[src/hw/rtl/rsas_pkg.sv]
// Shared types and constants for the rotated sorted array search block.
`timescale 1ns / 1ps
`default_nettype none
package rsas_pkg;

  // Default store depth and fixed field widths
  localparam int DEPTH_DEFAULT = 1024;
  localparam int VALUE_W       = 32;
  localparam int POS_W         = 10;
  localparam int OUT_TDATA_W   = 16;

  // Operation codes carried in the input tuser
  localparam logic OP_LOAD   = 1'b0;
  localparam logic OP_SEARCH = 1'b1;

  // Search sequencer states
  typedef enum logic [3:0] {
    ST_IDLE,
    ST_RD_LAST,
    ST_CHK,
    ST_P_MID,
    ST_P_NEXT,
    ST_P_LO,
    ST_P_DEC,
    ST_B_MID,
    ST_B_CMP,
    ST_DONE
  } state_t;

  // Search result handed from sequencer to output register
  typedef struct packed {
    logic             found;
    logic [POS_W-1:0] position;
  } result_t;

endpackage
`default_nettype wire

[src/hw/rtl/rsas_ctrl.sv]
// Search sequencer: rotation point search and two bisections over the store.
`timescale 1ns / 1ps
`default_nettype none
module rsas_ctrl #(
  parameter int DEPTH = rsas_pkg::DEPTH_DEFAULT,
  parameter int AW    = $clog2(DEPTH),
  parameter int CW    = $clog2(DEPTH + 1)
) (
  input  wire logic                                clk,
  input  wire logic                                rst,
  input  wire logic                                start,
  input  wire logic signed [rsas_pkg::VALUE_W-1:0] target,
  input  wire logic [CW-1:0]                       count,
  output logic                                     rd_en,
  output logic [AW-1:0]                            rd_addr,
  input  wire logic signed [rsas_pkg::VALUE_W-1:0] rd_data,
  input  wire logic                                out_free,
  output logic                                     idle,
  output logic                                     done,
  output rsas_pkg::result_t                        result
);

  localparam int IW = CW + 1;
  localparam int PW = rsas_pkg::POS_W;

  rsas_pkg::state_t state, state_next;

  logic signed [IW-1:0]                lo, lo_next;
  logic signed [IW-1:0]                hi, hi_next;
  logic signed [IW-1:0]                mid, mid_next;
  logic signed [IW-1:0]                piv, piv_next;
  logic                                right, right_next;
  logic signed [rsas_pkg::VALUE_W-1:0] vm, vm_next;
  logic signed [rsas_pkg::VALUE_W-1:0] tgt;
  rsas_pkg::result_t                   res, res_next;

  logic signed [IW:0]   sum_c;
  logic signed [IW-1:0] mid_c;
  logic signed [IW-1:0] mid_p1;
  logic signed [IW-1:0] last_idx;

  // Midpoint of the current range; the sum is never negative where used
  assign sum_c    = {lo[IW-1], lo} + {hi[IW-1], hi};
  assign mid_c    = sum_c[IW:1];
  assign mid_p1   = mid + IW'(1);
  assign last_idx = $signed({1'b0, count}) - IW'(1);

  assign result = res;
  assign idle   = (state == rsas_pkg::ST_IDLE);

  // State register
  always_ff @(posedge clk) begin
    if (rst) begin
      state <= rsas_pkg::ST_IDLE;
    end else begin
      state <= state_next;
    end
  end

  // Datapath registers
  always_ff @(posedge clk) begin
    lo    <= lo_next;
    hi    <= hi_next;
    mid   <= mid_next;
    piv   <= piv_next;
    right <= right_next;
    vm    <= vm_next;
    res   <= res_next;
    if (start) begin
      tgt <= target;
    end
  end

  // Next state, read requests and datapath updates
  always_comb begin
    state_next = state;
    lo_next    = lo;
    hi_next    = hi;
    mid_next   = mid;
    piv_next   = piv;
    right_next = right;
    vm_next    = vm;
    res_next   = res;
    rd_en      = 1'b0;
    rd_addr    = mid_c[AW-1:0];
    done       = 1'b0;
    case (state)
      rsas_pkg::ST_IDLE: begin
        if (start) begin
          if (count == '0) begin
            res_next   = '0;
            state_next = rsas_pkg::ST_DONE;
          end else begin
            rd_en      = 1'b1;
            rd_addr    = '0;
            state_next = rsas_pkg::ST_RD_LAST;
          end
        end
      end
      rsas_pkg::ST_RD_LAST: begin
        // First element arrives; fetch the last
        vm_next    = rd_data;
        rd_en      = 1'b1;
        rd_addr    = last_idx[AW-1:0];
        state_next = rsas_pkg::ST_CHK;
      end
      rsas_pkg::ST_CHK: begin
        if (vm <= rd_data) begin
          // Not rotated: left part is empty
          piv_next   = '0;
          lo_next    = '0;
          hi_next    = -IW'(1);
          right_next = 1'b0;
          state_next = rsas_pkg::ST_B_MID;
        end else begin
          lo_next    = '0;
          hi_next    = last_idx;
          state_next = rsas_pkg::ST_P_MID;
        end
      end
      rsas_pkg::ST_P_MID: begin
        if (lo < hi) begin
          rd_en      = 1'b1;
          mid_next   = mid_c;
          state_next = rsas_pkg::ST_P_NEXT;
        end else begin
          piv_next   = lo;
          hi_next    = lo - IW'(1);
          lo_next    = '0;
          right_next = 1'b0;
          state_next = rsas_pkg::ST_B_MID;
        end
      end
      rsas_pkg::ST_P_NEXT: begin
        vm_next    = rd_data;
        rd_en      = 1'b1;
        rd_addr    = mid_p1[AW-1:0];
        state_next = rsas_pkg::ST_P_LO;
      end
      rsas_pkg::ST_P_LO: begin
        if (vm > rd_data) begin
          // Descent found: rotation point is mid + 1
          piv_next   = mid_p1;
          lo_next    = '0;
          hi_next    = mid;
          right_next = 1'b0;
          state_next = rsas_pkg::ST_B_MID;
        end else begin
          rd_en      = 1'b1;
          rd_addr    = lo[AW-1:0];
          state_next = rsas_pkg::ST_P_DEC;
        end
      end
      rsas_pkg::ST_P_DEC: begin
        if (vm < rd_data) begin
          hi_next = mid;
        end else begin
          lo_next = mid_p1;
        end
        state_next = rsas_pkg::ST_P_MID;
      end
      rsas_pkg::ST_B_MID: begin
        if (lo <= hi) begin
          rd_en      = 1'b1;
          mid_next   = mid_c;
          state_next = rsas_pkg::ST_B_CMP;
        end else if (!right) begin
          // Left part exhausted: search from the rotation point up
          lo_next    = piv;
          hi_next    = last_idx;
          right_next = 1'b1;
        end else begin
          res_next   = '0;
          state_next = rsas_pkg::ST_DONE;
        end
      end
      rsas_pkg::ST_B_CMP: begin
        if (rd_data == tgt) begin
          res_next.found    = 1'b1;
          res_next.position = PW'(mid);
          state_next        = rsas_pkg::ST_DONE;
        end else begin
          if (rd_data < tgt) begin
            lo_next = mid_p1;
          end else begin
            hi_next = mid - IW'(1);
          end
          state_next = rsas_pkg::ST_B_MID;
        end
      end
      rsas_pkg::ST_DONE: begin
        // Hold the result until the output register is free
        done = 1'b1;
        if (out_free) begin
          state_next = rsas_pkg::ST_IDLE;
        end
      end
      default: begin
        state_next = rsas_pkg::ST_IDLE;
      end
    endcase
  end

endmodule
`default_nettype wire

[config.mk]
export PLATFORM = sky130hd
export DESIGN_NAME = rsas_ctrl
export DESIGN_NICKNAME = d
export VERILOG_FILES = /design/src/hw/rtl/rsas_pkg.sv /design/src/hw/rtl/rsas_ctrl.sv
export SDC_FILE = /design/constraint.sdc
export NUM_CORES = 1
export LEC_CHECK = 0
export BUFFER_PORTS_ARGS = -buffer_cell sky130_fd_sc_hd__buf_2
export CAP_MARGIN = 5
export CELL_PAD_IN_SITES_DETAIL_PLACEMENT = 1
export CELL_PAD_IN_SITES_GLOBAL_PLACEMENT = 1
export CORE_ASPECT_RATIO = 0.6
export CORE_MARGIN = 2
export CORE_UTILIZATION = 35
export DETAILED_ROUTE_END_ITERATION = 8
export PLACE_DENSITY_LB_ADDON = 0.1
export SETUP_SLACK_MARGIN = 0.05
export SYNTH_ARGS = -nofsm -noshare
export SYNTH_HDL_FRONTEND = slang
export SYNTH_SLANG_ARGS = --single-unit
[constraint.sdc]
create_clock -name clk -period 12 [get_ports clk]
set_input_delay 1.2 -clock clk [delete_from_list [all_inputs] [get_ports clk]]
set_output_delay 1.2 -clock clk [all_outputs]
set_load 0.01 [all_outputs]
[Yosys cells after proc, flatten, opt, wreduce, memory -nomap -nowiden]
Index checks and enable logic that the tools add are counted.
Word-level totals
  bits in registers: 128
  logic and storage cells: 120
Operators by class
  equality and inequality tests: 28
  reduce and logical (&&, ||, !) cells: 15
  add/sub/neg operators: 5
  mux-type cells: 56
  order comparisons: 6
Operators by type and width (number)
  12-bit two-way mux: 20
  12-bit case mux with 6 select lines: 2
  32-bit less-than comparator: 2
  11-bit two-way mux: 5
  10-bit case mux with 4 select lines: 1
  4-bit case mux with 10 select lines: 1
  12-bit case mux with 3 select lines: 1
  11-bit case mux with 3 select lines: 1
  32-bit == test: 1
  32-bit > comparator: 1
  32-bit <= comparator: 1
  2-bit inequality test, second input constant: 16
  10-bit two-way mux: 3
  4-bit two-way mux: 6
  12-bit case mux with 2 select lines: 1
  12-bit by 2-bit subtractor with 12-bit output, second input constant: 2
  4-bit by 3-bit == test with 1-bit output, second input constant: 4
  8-bit AND reduction: 2
  12-bit by 12-bit adder with 13-bit output: 1
  12-bit by 2-bit adder with 12-bit output, second input constant: 1
  12-bit <= comparator: 1
  12-bit less-than comparator: 1
  11-bit by 1-bit subtractor with 12-bit output, second input constant: 1
  11-bit logical NOT: 1
  20 further kinds: 34

[Logic depth before layout (Yosys ltp)]
  depth after elaboration: 4
  gate-level depth with buffers: 15
  gate-level depth less buffers: 12

[Worst setup path after synthesis]
No wires, ideal clock.
  path kind: input to register
  start point: in rd_data[31] (netlist bit)
  end point: reg hi[0], enable pin
  slack: 7.310 ns
  required time: 11.588 ns
  data arrival time: 4.277 ns
  library setup time: 0.412 ns
  stages on the path: 10
  path through: inv_1 -> ha_1 -> nand4_1 -> or3_1 -> or2_1 -> nand4_1 -> a211oi_1 -> o21ba_2 -> or2_1 -> nor4_1
On the way
  cells in the longest elaborated chain, start to end: 3
  elaborated cells between the ends (all ways): 9
  those cells by class: 3 x order compare; 5 x eq/ne; 1 x reduce/logical
RTL lines
  from (decl): RTL line rsas_ctrl.sv:16  | input wire logic signed [rsas_pkg::VALUE_W-1:0] rd_data,
  32-bit less-than comparator, or another cell as far along: RTL line rsas_ctrl.sv:183  | if (rd_data < tgt) begin
  2-bit inequality test (no source line)
  8-bit AND reduction (no source line) *
  to (signal assigned): RTL line rsas_ctrl.sv:63  | hi <= hi_next;
  to (decl): RTL line rsas_ctrl.sv:29  | logic signed [IW-1:0] hi, hi_next;
Mark *: on every way between the ends. The rest lies on a longest branch, timed or not.
A chain may end at the register's enable or synchronous reset.

[Worst setup path after layout]
  start point: in rd_data[18] (netlist bit)
  end point: out rd_addr[8]
On the way
  cells in the longest elaborated chain, start to end: 3
RTL lines
  32-bit > comparator: RTL line rsas_ctrl.sv:141  | if (vm > rd_data) begin
  10-bit two-way mux: RTL line rsas_ctrl.sv:141
  10-bit case mux with 4 select lines: RTL line rsas_ctrl.sv:87  | case (state)
  to (decl): RTL line rsas_ctrl.sv:15  | output logic [AW-1:0] rd_addr,
Every way passes these cells.

==> impl_metrics.toml <==
[layout]
final_util_pct = 42.2
multi_input_area_mm2 = 0.00416
fin_nets = 1088
postLayoutCellArea_mm2 = 0.00984
areaGrowthSynthToFinish_pct = 17.5
seqCellArea_mm2 = 0.00380
layout-drive-gt1-share_pct = 17.3
nFillCells = 2614

[timing]
period_needed_ns = 5.55
slew_headroom_pct = 22.4
fin_tns_setup_ns = 0
final_hold_viol_count = 0
drv_slew = 0
fmax_mhz = 180
fin_crit_sh_pct = 46.2
holdWs_ns = 0.528
rsz0062_at_grt = "no"
finalSetupViolations = 0
worst_pin_slew_ns = 1.16
skew_ns = 0.00699

[clock_tree]
htreeDepth = 4
postCtsSetupRepairBufs = 0
cts_hold_buf = 0
path_clk_slew_ns = 0.06
root_buffer = "clkbuf_16"
cts_buffers = 17
cts_max_path_buffers = 2
cts_tree = "yes"
worstSkewPairLatency_ns = 0.44
post_cts_resize_count = 0
cts.sinks = 128

[detailed_routing]
drt_iter0_drc = 468
wl_um = 27700
drc = 0
first_pass_iters = 5
routedWlPerCell_um = 22.2
viasPerCell = 5.60
final_antenna_net_count = 0
vias = 6977

[logic_synthesis]
synth_ff_type = "edfxtp_1"
ys_seq_area_share_pct = 45.4
syn_inst = 816
synthMuxAreaShare_pct = 1.15
async_flop_share_pct = 0
netlist_top_cells_count = "edfxtp_1, ha_1, inv_1"
ys_ff_latch = 128
synth_fa_ha_area_share_pct = 13.8
synth_nets = 987
synth-edff-count = 124
yosysTopAreaCell = "edfxtp_1"
synth.area.top_cells = "edfxtp_1, ha_1, inv_1, a21oi_1, o21ai_0"
yosysMostFrequentCell = "edfxtp_1"
syn_area_mm2 = 0.00838
synth_compound_area_share_pct = 16.1
synth_cell_types = 71
synthXorXnorAreaFrac_pct = 4.29
yosys_warnings = 0
synth.top_cell.area_share_pct = 44.5
synth_simple_gate_area_share_pct = 13.7
synth_top_family_by_area = "compound AO/OA/AOI/OAI gates"
syn_area_per_cell_um2 = 10.3

[setup_path]
critPathCaptureType = "output pin"
path_class = "in2out"
cp.arrival_ns = 4.35
critPathMaxFanout = 10
startpoint_type = "input port"
crit_required_ns = 10.80

[global_routing]
grt_pass1_wl_um = 42700
grt_max_degree = 37
antenna_found_initial = 1
grt_usage_pct = 23.0
grt_pass1_vias = 7183
overflow = 0

[flow_run]
drv_cap = 0

[floorplan]
num_rows = 43
initial_core_util_pct = 36.0
core_area_mm2 = 0.0233
die_area_mm2 = 0.0252
boundaryPins = 103
chipHeight_um = 124
die_w_um = 204

[pwr]
vdd_drop_max_mv = 0.107
p_leak_uw = 0.00408
total_power_uw = 1970
powerDensity_mw_per_mm2 = 200

[min_path]
hold_path.class = "reg2reg"

[placement]
gp_congestion = 0.864
portBuffers = 102
dpl_cell_area_mm2 = 0.00926
dp_hpwl_um = 21100

[status]
status = "completed"
-- cell type report --
cell class              instances  share of cell area (%)
inverters                      91                    3.47
well taps                     315                    4.01
clock inverters                13                    1.47
flip-flops and latches        128                    38.7
repair buffers                109                    5.72
clock buffers                  19                    4.40
diodes                          1                  0.0254
multi-input cells             570                    42.3
-- worst paths after layout --
kind                            slack (ns)        start    endpoint  cells past startpoint
worst max-delay path                  6.45  rd_data[18]  rd_addr[8]                     12
worst min-delay path                  0.53       piv[2]       lo[2]                      2
worst max register to register        7.24     state[3]       hi[1]                      7
worst min register to register        0.53       piv[2]       lo[2]                      2
-- worst max-delay path: stages --
cell and delay [ns]:
buf_2 0.10, inv_1 0.04, ha_1 0.29, a21o_1 0.18
a221oi_1 0.41, or2_1 0.22, nand4_1 0.16, a211oi_1 0.45
or2_1 0.52, o21ai_4 0.25, a221o_1 0.36, buf_2 0.15
-- routing by layer --
metal | track usage (%) | routed length [um] | vias to the layer above
met5 | 0 | 0 | -
met4 | 5.98 | 325 | 0
met3 | 6.10 | 1980 | 25
met2 | 31.2 | 10800 | 241
met1 | 35.4 | 14600 | 3494
li1 | - | - | 3217
-- metrics by stage --
stage / worst slack (ns) / instances
after floorplan: 7.31 / 816
after detailed placement: 6.52 / 1213
final: 6.45 / 1246
after global routing: 6.31 / 1246
after global placement: 6.57 / 1213
after CTS: 6.51 / 1245
-- placed cells by master, fill, tap and decap left out, drive strengths merged, types with 19 or more instances in the layout --
master,n
edfxtp,124
buf,109
ha,91
inv,90
nand2,62
a21oi,58
o21ai,52
nor2,45
xor2,23
clkbuf,19
-- state kept, by name (all words and copies together) (netlist names) --
name    count
result     11
right       1
lo         12
tgt        32
mid        12
piv        12
hi         12
state       4
vm         32
-- power breakdown --
| part | internal (uW) | leakage (uW) | total [uW] | switching (uW) |
|---|---|---|---|---|
| sequential | 629 | 0.00121 | 709 | 80.6 |
| clock | 323 | 0.000287 | 532 | 210 |
| combinational | 269 | 0.00258 | 729 | 460 |
| total | 1220 | 0.00408 | 1970 | 750 |
-- kinds of logic after synthesis --
kind of cell	count (synthesis)
AOI/OAI and AO/OA	205
xor gates and xnor gates	41
adders and majority gates	92
buffers and inverters	118
DFF	128
muxes	9
and+or+nand+nor	223
(Power assumes the default switching activity.)
